### src/rtl/wgm_pkg.sv
// Shared types and constants for the wildcard glob matcher.
package wgm_pkg;

   localparam int MAX_PATTERN = 32;
   localparam int CHAR_W      = 8;
   localparam int LEN_W       = 6;
   localparam int INDEX_W     = 5;

   localparam logic [CHAR_W-1:0] STAR_CHAR = 8'h2A;
   localparam logic [CHAR_W-1:0] ANY_CHAR  = 8'h3F;

   typedef enum logic [1:0] {
      REQ_LOAD  = 2'd0,
      REQ_BEGIN = 2'd1,
      REQ_TEXT  = 2'd2
   } wgm_req_type;

   // Signals that every cell sees in the same cycle.
   typedef struct packed {
      logic              begin_step;
      logic              text_step;
      logic [CHAR_W-1:0] text_char;
   } wgm_bcast_type;

   // Prefix bits handed from one cell to the next.
   typedef struct packed {
      logic cur;
      logic nxt;
   } wgm_link_type;

endpackage

### src/rtl/wgm_cell.sv
// One pattern position: its byte and the match bit for the prefix that ends there.
module wgm_cell (
   input  logic                       clock,
   input  logic                       reset,
   input  wgm_pkg::wgm_bcast_type     bcast,
   input  logic                       load_en,
   input  logic [wgm_pkg::CHAR_W-1:0] load_char,
   input  logic                       active,
   input  wgm_pkg::wgm_link_type      link_in,
   output wgm_pkg::wgm_link_type      link_out
);

   logic [wgm_pkg::CHAR_W-1:0] pat_ff;
   logic                       bit_ff;
   logic                       bit_in;
   logic                       is_star;
   logic                       hit;
   logic                       stored;
   logic                       nxt_raw;

   always_ff @(posedge clock) begin
      if (load_en) begin
         pat_ff <= load_char;
      end
   end

   always_ff @(posedge clock) begin
      if (reset) begin
         bit_ff <= 1'b0;
      end else begin
         bit_ff <= bit_in;
      end
   end

   always_comb begin
      is_star = (pat_ff == wgm_pkg::STAR_CHAR);
      hit     = (pat_ff == wgm_pkg::ANY_CHAR) || (pat_ff == bcast.text_char);
      // A begin item starts from the empty text, so every stored bit above zero is cleared.
      stored  = bit_ff & ~bcast.begin_step;
      // A star matches the empty run, so the bit to the left carries through it.
      link_out.cur = stored | (active & is_star & link_in.cur);
      nxt_raw = active & (is_star ? link_out.cur : (link_in.cur & hit));
      link_out.nxt = nxt_raw | (active & is_star & link_in.nxt);
      bit_in = bit_ff;
      if (bcast.begin_step) begin
         bit_in = 1'b0;
      end else if (bcast.text_step) begin
         bit_in = link_out.nxt;
      end
   end

endmodule

### src/rtl/wgm_rsp_buf.sv
// Two-entry result buffer that lets a new request in while a result is waiting.
module wgm_rsp_buf (
   input  logic clock,
   input  logic reset,
   input  logic push,
   input  logic push_matched,
   output logic space,
   output logic rsp_valid,
   input  logic rsp_ready,
   output logic rsp_matched
);

   logic main_valid_ff, main_valid_in;
   logic main_matched_ff, main_matched_in;
   logic skid_valid_ff, skid_valid_in;
   logic skid_matched_ff, skid_matched_in;
   logic pop;

   always_comb begin
      pop             = main_valid_ff & rsp_ready;
      main_valid_in   = main_valid_ff;
      main_matched_in = main_matched_ff;
      skid_valid_in   = skid_valid_ff;
      skid_matched_in = skid_matched_ff;
      if (pop) begin
         if (skid_valid_ff) begin
            main_matched_in = skid_matched_ff;
            skid_valid_in   = 1'b0;
         end else begin
            main_valid_in   = push;
            main_matched_in = push_matched;
         end
      end else if (push) begin
         if (main_valid_ff) begin
            skid_valid_in   = 1'b1;
            skid_matched_in = push_matched;
         end else begin
            main_valid_in   = 1'b1;
            main_matched_in = push_matched;
         end
      end
   end

   always_ff @(posedge clock) begin
      if (reset) begin
         main_valid_ff <= 1'b0;
         skid_valid_ff <= 1'b0;
      end else begin
         main_valid_ff <= main_valid_in;
         skid_valid_ff <= skid_valid_in;
      end
   end

   always_ff @(posedge clock) begin
      main_matched_ff <= main_matched_in;
      skid_matched_ff <= skid_matched_in;
   end

   assign space       = ~skid_valid_ff;
   assign rsp_valid   = main_valid_ff;
   assign rsp_matched = main_matched_ff;

endmodule

### src/rtl/wildcard_glob_matcher.sv
// Wildcard glob matcher top level: a row of pattern cells and the result buffer.
// Each result is registered in the result buffer at its request transfer.
// One request per cycle while req_ready is high; the star carry ripples through the cell row.
// A result held back by the consumer still leaves room for one more request.
// Reset clears the pattern length to zero and the prefix bits to the empty text.
// Pattern bytes are not reset and must be loaded before use.
module wildcard_glob_matcher (
   input  logic                        clock,
   input  logic                        reset,
   input  logic                        req_valid,
   output logic                        req_ready,
   input  logic [1:0]                  req_type,
   input  logic [wgm_pkg::INDEX_W-1:0] req_pattern_index,
   input  logic [wgm_pkg::CHAR_W-1:0]  req_char_value,
   output logic                        rsp_valid,
   input  logic                        rsp_ready,
   output logic                        rsp_matched,
   input  logic                        csr_wr_en,
   input  logic [wgm_pkg::LEN_W-1:0]   csr_wr_data
);

   logic [wgm_pkg::LEN_W-1:0]      len_ff, len_in;
   logic                           bit0_ff, bit0_in;
   logic                           accept;
   wgm_pkg::wgm_req_type           kind;
   wgm_pkg::wgm_bcast_type         bcast;
   logic                           load_step;
   wgm_pkg::wgm_link_type          links [wgm_pkg::MAX_PATTERN+1];
   logic [wgm_pkg::MAX_PATTERN:0]  cur_vec;
   logic [wgm_pkg::MAX_PATTERN:0]  nxt_vec;
   logic                           result;

   assign accept = req_valid & req_ready;
   assign kind   = wgm_pkg::wgm_req_type'(req_type);

   always_comb begin
      bcast.begin_step = 1'b0;
      bcast.text_step  = 1'b0;
      bcast.text_char  = req_char_value;
      load_step        = 1'b0;
      case (kind)
         wgm_pkg::REQ_LOAD:  load_step        = accept;
         wgm_pkg::REQ_BEGIN: bcast.begin_step = accept;
         wgm_pkg::REQ_TEXT:  bcast.text_step  = accept;
         default: begin
            load_step = 1'b0;
         end
      endcase
   end

   // Lengths beyond the cell count saturate.
   always_comb begin
      len_in = len_ff;
      if (csr_wr_en) begin
         if (csr_wr_data > wgm_pkg::LEN_W'(wgm_pkg::MAX_PATTERN)) begin
            len_in = wgm_pkg::LEN_W'(wgm_pkg::MAX_PATTERN);
         end else begin
            len_in = csr_wr_data;
         end
      end
   end

   // Bit zero is the empty prefix; any text byte clears it.
   always_comb begin
      bit0_in = bit0_ff;
      if (bcast.begin_step) begin
         bit0_in = 1'b1;
      end else if (bcast.text_step) begin
         bit0_in = 1'b0;
      end
   end

   always_ff @(posedge clock) begin
      if (reset) begin
         len_ff  <= '0;
         bit0_ff <= 1'b1;
      end else begin
         len_ff  <= len_in;
         bit0_ff <= bit0_in;
      end
   end

   assign links[0].cur = bit0_ff | bcast.begin_step;
   assign links[0].nxt = 1'b0;
   assign cur_vec[0]   = links[0].cur;
   assign nxt_vec[0]   = links[0].nxt;

   for (genvar j = 1; j <= wgm_pkg::MAX_PATTERN; j++) begin : g_cell
      wgm_cell u_cell (
         .clock     (clock),
         .reset     (reset),
         .bcast     (bcast),
         .load_en   (load_step &&
                     (req_pattern_index == wgm_pkg::INDEX_W'(j - 1))),
         .load_char (req_char_value),
         .active    (len_ff >= wgm_pkg::LEN_W'(j)),
         .link_in   (links[j-1]),
         .link_out  (links[j])
      );
      assign cur_vec[j] = links[j].cur;
      assign nxt_vec[j] = links[j].nxt;
   end

   always_comb begin
      result = 1'b0;
      case (kind)
         wgm_pkg::REQ_BEGIN: result = cur_vec[len_ff];
         wgm_pkg::REQ_TEXT:  result = nxt_vec[len_ff];
         default: begin
            result = 1'b0;
         end
      endcase
   end

   wgm_rsp_buf u_rsp_buf (
      .clock        (clock),
      .reset        (reset),
      .push         (accept),
      .push_matched (result),
      .space        (req_ready),
      .rsp_valid    (rsp_valid),
      .rsp_ready    (rsp_ready),
      .rsp_matched  (rsp_matched)
   );

`ifndef SYNTHESIS
   a_len_range: assert property (@(posedge clock) disable iff (reset)
      len_ff <= wgm_pkg::LEN_W'(wgm_pkg::MAX_PATTERN))
      else $error("pattern length above cell count");

   a_begin_sets_bit0: assert property (@(posedge clock) disable iff (reset)
      bcast.begin_step |=> bit0_ff)
      else $error("begin transfer did not restore the empty prefix");

   a_text_clears_bit0: assert property (@(posedge clock) disable iff (reset)
      bcast.text_step |=> !bit0_ff)
      else $error("text transfer left the empty prefix set");

   a_load_no_result_match: assert property (@(posedge clock) disable iff (reset)
      (load_step && !rsp_valid) |=> (rsp_valid && !rsp_matched))
      else $error("load transfer produced a matching result");
`endif

endmodule

### config.mk
export PLATFORM = sky130hd
export DESIGN_NAME = wildcard_glob_matcher
export DESIGN_NICKNAME = d
export VERILOG_FILES = /design/src/rtl/wgm_pkg.sv /design/src/rtl/wgm_cell.sv /design/src/rtl/wgm_rsp_buf.sv /design/src/rtl/wildcard_glob_matcher.sv
export SDC_FILE = /design/constraint.sdc
export NUM_CORES = 1
export LEC_CHECK = 0
export BUFFER_PORTS_ARGS = -buffer_cell sky130_fd_sc_hd__buf_2
export CAP_MARGIN = 15
export CORE_MARGIN = 4
export CORE_UTILIZATION = 55
export CTS_CLUSTER_SIZE = 16
export DETAILED_ROUTE_END_ITERATION = 10
export PLACE_DENSITY = 0.69
export SYNTH_ARGS = -nofsm -noshare
export SYNTH_HDL_FRONTEND = slang
export SYNTH_HIERARCHICAL = 1
export SYNTH_SLANG_ARGS = --single-unit
### constraint.sdc
create_clock -name clock -period 34.4 [get_ports clock]
set_input_delay 1.72 -clock clock [delete_from_list [all_inputs] [get_ports clock]]
set_output_delay 1.72 -clock clock [all_outputs]
set_load 0.03 [all_outputs]
==> summary.txt <==
RSZ-0062 raised after global routing = false
Max-slew violation count = 0
CTS tree = yes
Sw Share = 22.43%
Hold WS = 0.4797 ns
CP max-delay cell = o311ai_1
Critical Path Most Common Cell = nand2_1
Synth Instances = 1327
Max-cap violations = 0
Post-DP HPWL = 26970 um
Max Clk Rate = 52.30 MHz
Total negative setup slack = 0 ns
Setup Fix Bufs, Post-CTS = 0
Die Width = 181.4 um
Hold Vio Cnt, Final = 0
Clock sink total = 299
Gate power share = 7.8%
CTS Root Cell = clkbuf_16
Reg clk slew, reported paths = 0.06 ns
Placed Cells = 1747
Buffers on Ports = 28
Die height = 181.4 um
# diodes = 0
Post-synthesis adder-cell area fraction = 0.2269%
Internal = 0.0006428 W
Hold Buf Count CTS = 0
DIE AREA = 32910 sq um
CP max FO = 20
Rel. slew slack = 24.40%
Nets@finish = 1423
Clock Skew = 0.01456 ns
Antenna violations before repair = 0
Crit Path Class = in2reg
Post-Route WL = 39480 um
I/O pin count = 29
Crit path launch type = input port
Pre-CTS WS = 15.28 ns
Register area = 8568 sq um
Compound-cell area share of the yosys netlist = 8.874%
Fin util = 62.02%
Register area share after synthesis = 51.80%
Drt wl/cell = 21.85 um
Most common cell after layout, fill and taps aside = edfxtp_1
Number of synthesized flops with an enable pin = 258
Gpl congestion = 0.9078
Core area = 29640 sq um
Async S/R FF share, synth = 0%
Iter 0 DRT Violations = 971
Rows = 63
Synthesized area per cell = 12.46 sq um
CP Capture Type = register
CTS max path bufs = 3
GRT Total Usage = 23.79%
Drt drc = 0
Area contributors post-synth = edfxtp_1 47%, xor2_1 14%, dfxtp_1 5.0%, nor4_2 4.8%, nor4_4 4.1%
Share of the synthesized area in the top cell type = 46.84%
Final non-filler cell total = 1807
Largest delay share family, worst path = compound AO/OA/AOI/OAI gates
RR Startpoint = len_ff[5]
Number of H-tree levels = 2
Top FF cell, synth = edfxtp_1
Net Count, Synth = 1356
HP Class = reg2reg
Fill cell count = 2361
Largest area contributor in the netlist = edfxtp_1
Via count = 11000
Area Growth Syn to Fin = 11.14%
Minimum clock period = 19.12 ns
Post-route clock period utilization = 55.58%
Remaining antenna violation count = 0
Hold_sp = bit0_ff
Post-CTS sizing = 0
Simple-gate share of the synthesized area = 22.32%
Pleak = 6.402 nW
CTS Buf Count = 34
CP arrival = 19.39 ns
Vias per inst = 6.087
Clock share of power = 44.1%
Pin count of the biggest net entering global routing = 66
Power per standard cell area = 45.08 nW/um^2
Yosys reg bits = 299
Initial core utilization = 55.80%
Seq pwr share = 48.1%
Router iterations before antenna repair = 6
Final worst slack = 15.28 ns
Share of cells above drive strength 1 = 19.41%
Grt ovf = 0
Post-synthesis xor/xnor area fraction = 13.56%
CP bufs+invs = 2
Worst setup startpoint = req_type[1]
Most frequent cells in the layout = 258 x edfxtp_1, 256 x xor2_1, 154 x nand2_1, 79 x nor2_1, 64 x nor4_2
Flop-to-flop setup slack = 15.45 ns
Critical path's largest stage delay = 0.41 ns
Outcome = completed
Syn Std Cell Area = 16540 sq um
Worst slew pin tran = 1.125 ns
Vias in the first global route = 10954
# setup viols final = 0
Area of the multi-input gates = 7824 sq um
Clock Latency Late Sink = 0.52 ns
Critical path required time = 34.67 ns
Maximum vdd ir drop = 0.04082 mV
Multiplexer area fraction after synthesis = 2.285%
Synth warn = 6
Largest family of logic cells by synthesized area = simple AND/OR/NAND/NOR gates
Global-route wire length before repair = 61810 um
Net Sw Power = 0.0001859 W
Cell variety after synth = 53
## sequential cells by signal, indices dropped and copies added (netlist names)
name	flops
u_rsp_buf/skid_matched_ff	1
u_rsp_buf/skid_valid_ff	1
g_cell.u_cell/bit_ff	32
bit0_ff	1
u_rsp_buf/rsp_valid	1
u_rsp_buf/rsp_matched	1
g_cell.u_cell/pat_ff	256
len_ff	6
## layout make-up
class / count / share of cell area, %
clock buffers: 45 / 5.255
repair buffers: 51 / 1.783
multi-input cells: 996 / 42.56
clock inverters: 14 / 0.8916
well taps: 390 / 2.655
inverters: 12 / 0.2450
flip-flops and latches: 299 / 46.61
## worst paths after layout
check,end,depth (start not counted)
worst max-delay path,u_rsp_buf/rsp_matched,74
worst min-delay path,bit0_ff,2
worst max register to register,u_rsp_buf/rsp_matched,76
worst min register to register,bit0_ff,2
## Yosys cell counts (2+ instances only)
cell / count
nor4_1: 2
and3_2: 32
a211oi_1: 2
nand3b_1: 2
a31o_2: 32
a211o_1: 32
o21ai_0: 41
inv_1: 12
a31oi_1: 32
xor2_1: 256
nor2b_1: 39
a41o_1: 2
mux4_2: 10
nor4_4: 32
a21o_1: 5
nand3_1: 40
dfxtp_1: 41
and3_1: 3
buf_6: 3
a21oi_1: 12
nor2_1: 79
o311ai_1: 32
and4bb_1: 32
o31ai_1: 2
nor3_1: 12
ha_1: 3
nand2_1: 154
edfxtp_1: 258
o211ai_1: 2
clkbuf_1: 12
o21a_1: 2
mux2i_1: 10
or3_1: 5
buf_2: 3
nor4_2: 64
nand2b_1: 9
nor3b_1: 2
## through the flow
stage          cell area [sq um]   power, W
2_1_floorplan              16540  0.0004429
3_5_place_dp               17250  0.0004708
6_report                   18380  0.0008286
3_3_place_gp               17250  0.0004698
4_1_cts                    18380  0.0008340
5_1_grt                    18380  0.0008562
## tightest hold or removal path, cell delays in order, from the launching register on
cell     delay (ns)
dfxtp_1        0.31
inv_1          0.04
o21ai_0        0.07
## logic make-up (layout without fill, tap and decap cells)
kind of cell | count (synthesis) | count (layout)
simple gates | 512 | 512
mux | 23 | 23
buf+inv | 32 | 122
other cells | 1 | 1
flops | 299 | 299
fa+ha+maj | 3 | 3
compound gates | 201 | 201
xor+xnor | 256 | 256
## metal layers
metal | GRT usage [%] | up-vias | share of wire, %
met5 | 0 | - | 0
met4 | 7.385 | 0 | 3.0
met3 | 4.107 | 79 | 5.9
met2 | 38.86 | 340 | 47
met1 | 32.83 | 5384 | 44
li1 | - | 5197 | -
## power groups by stage
stage	sequential, W	clock, W	combinational [W]
after floorplan	0.000406	0	0.0000370
after global placement	0.000406	0	0.0000637
after detailed placement	0.000406	0	0.0000645
after CTS	0.000399	0.000371	0.0000648
after global routing	0.000399	0.000387	0.0000703
final	0.000399	0.000365	0.0000648
Power figures use the tool's default switching activity.
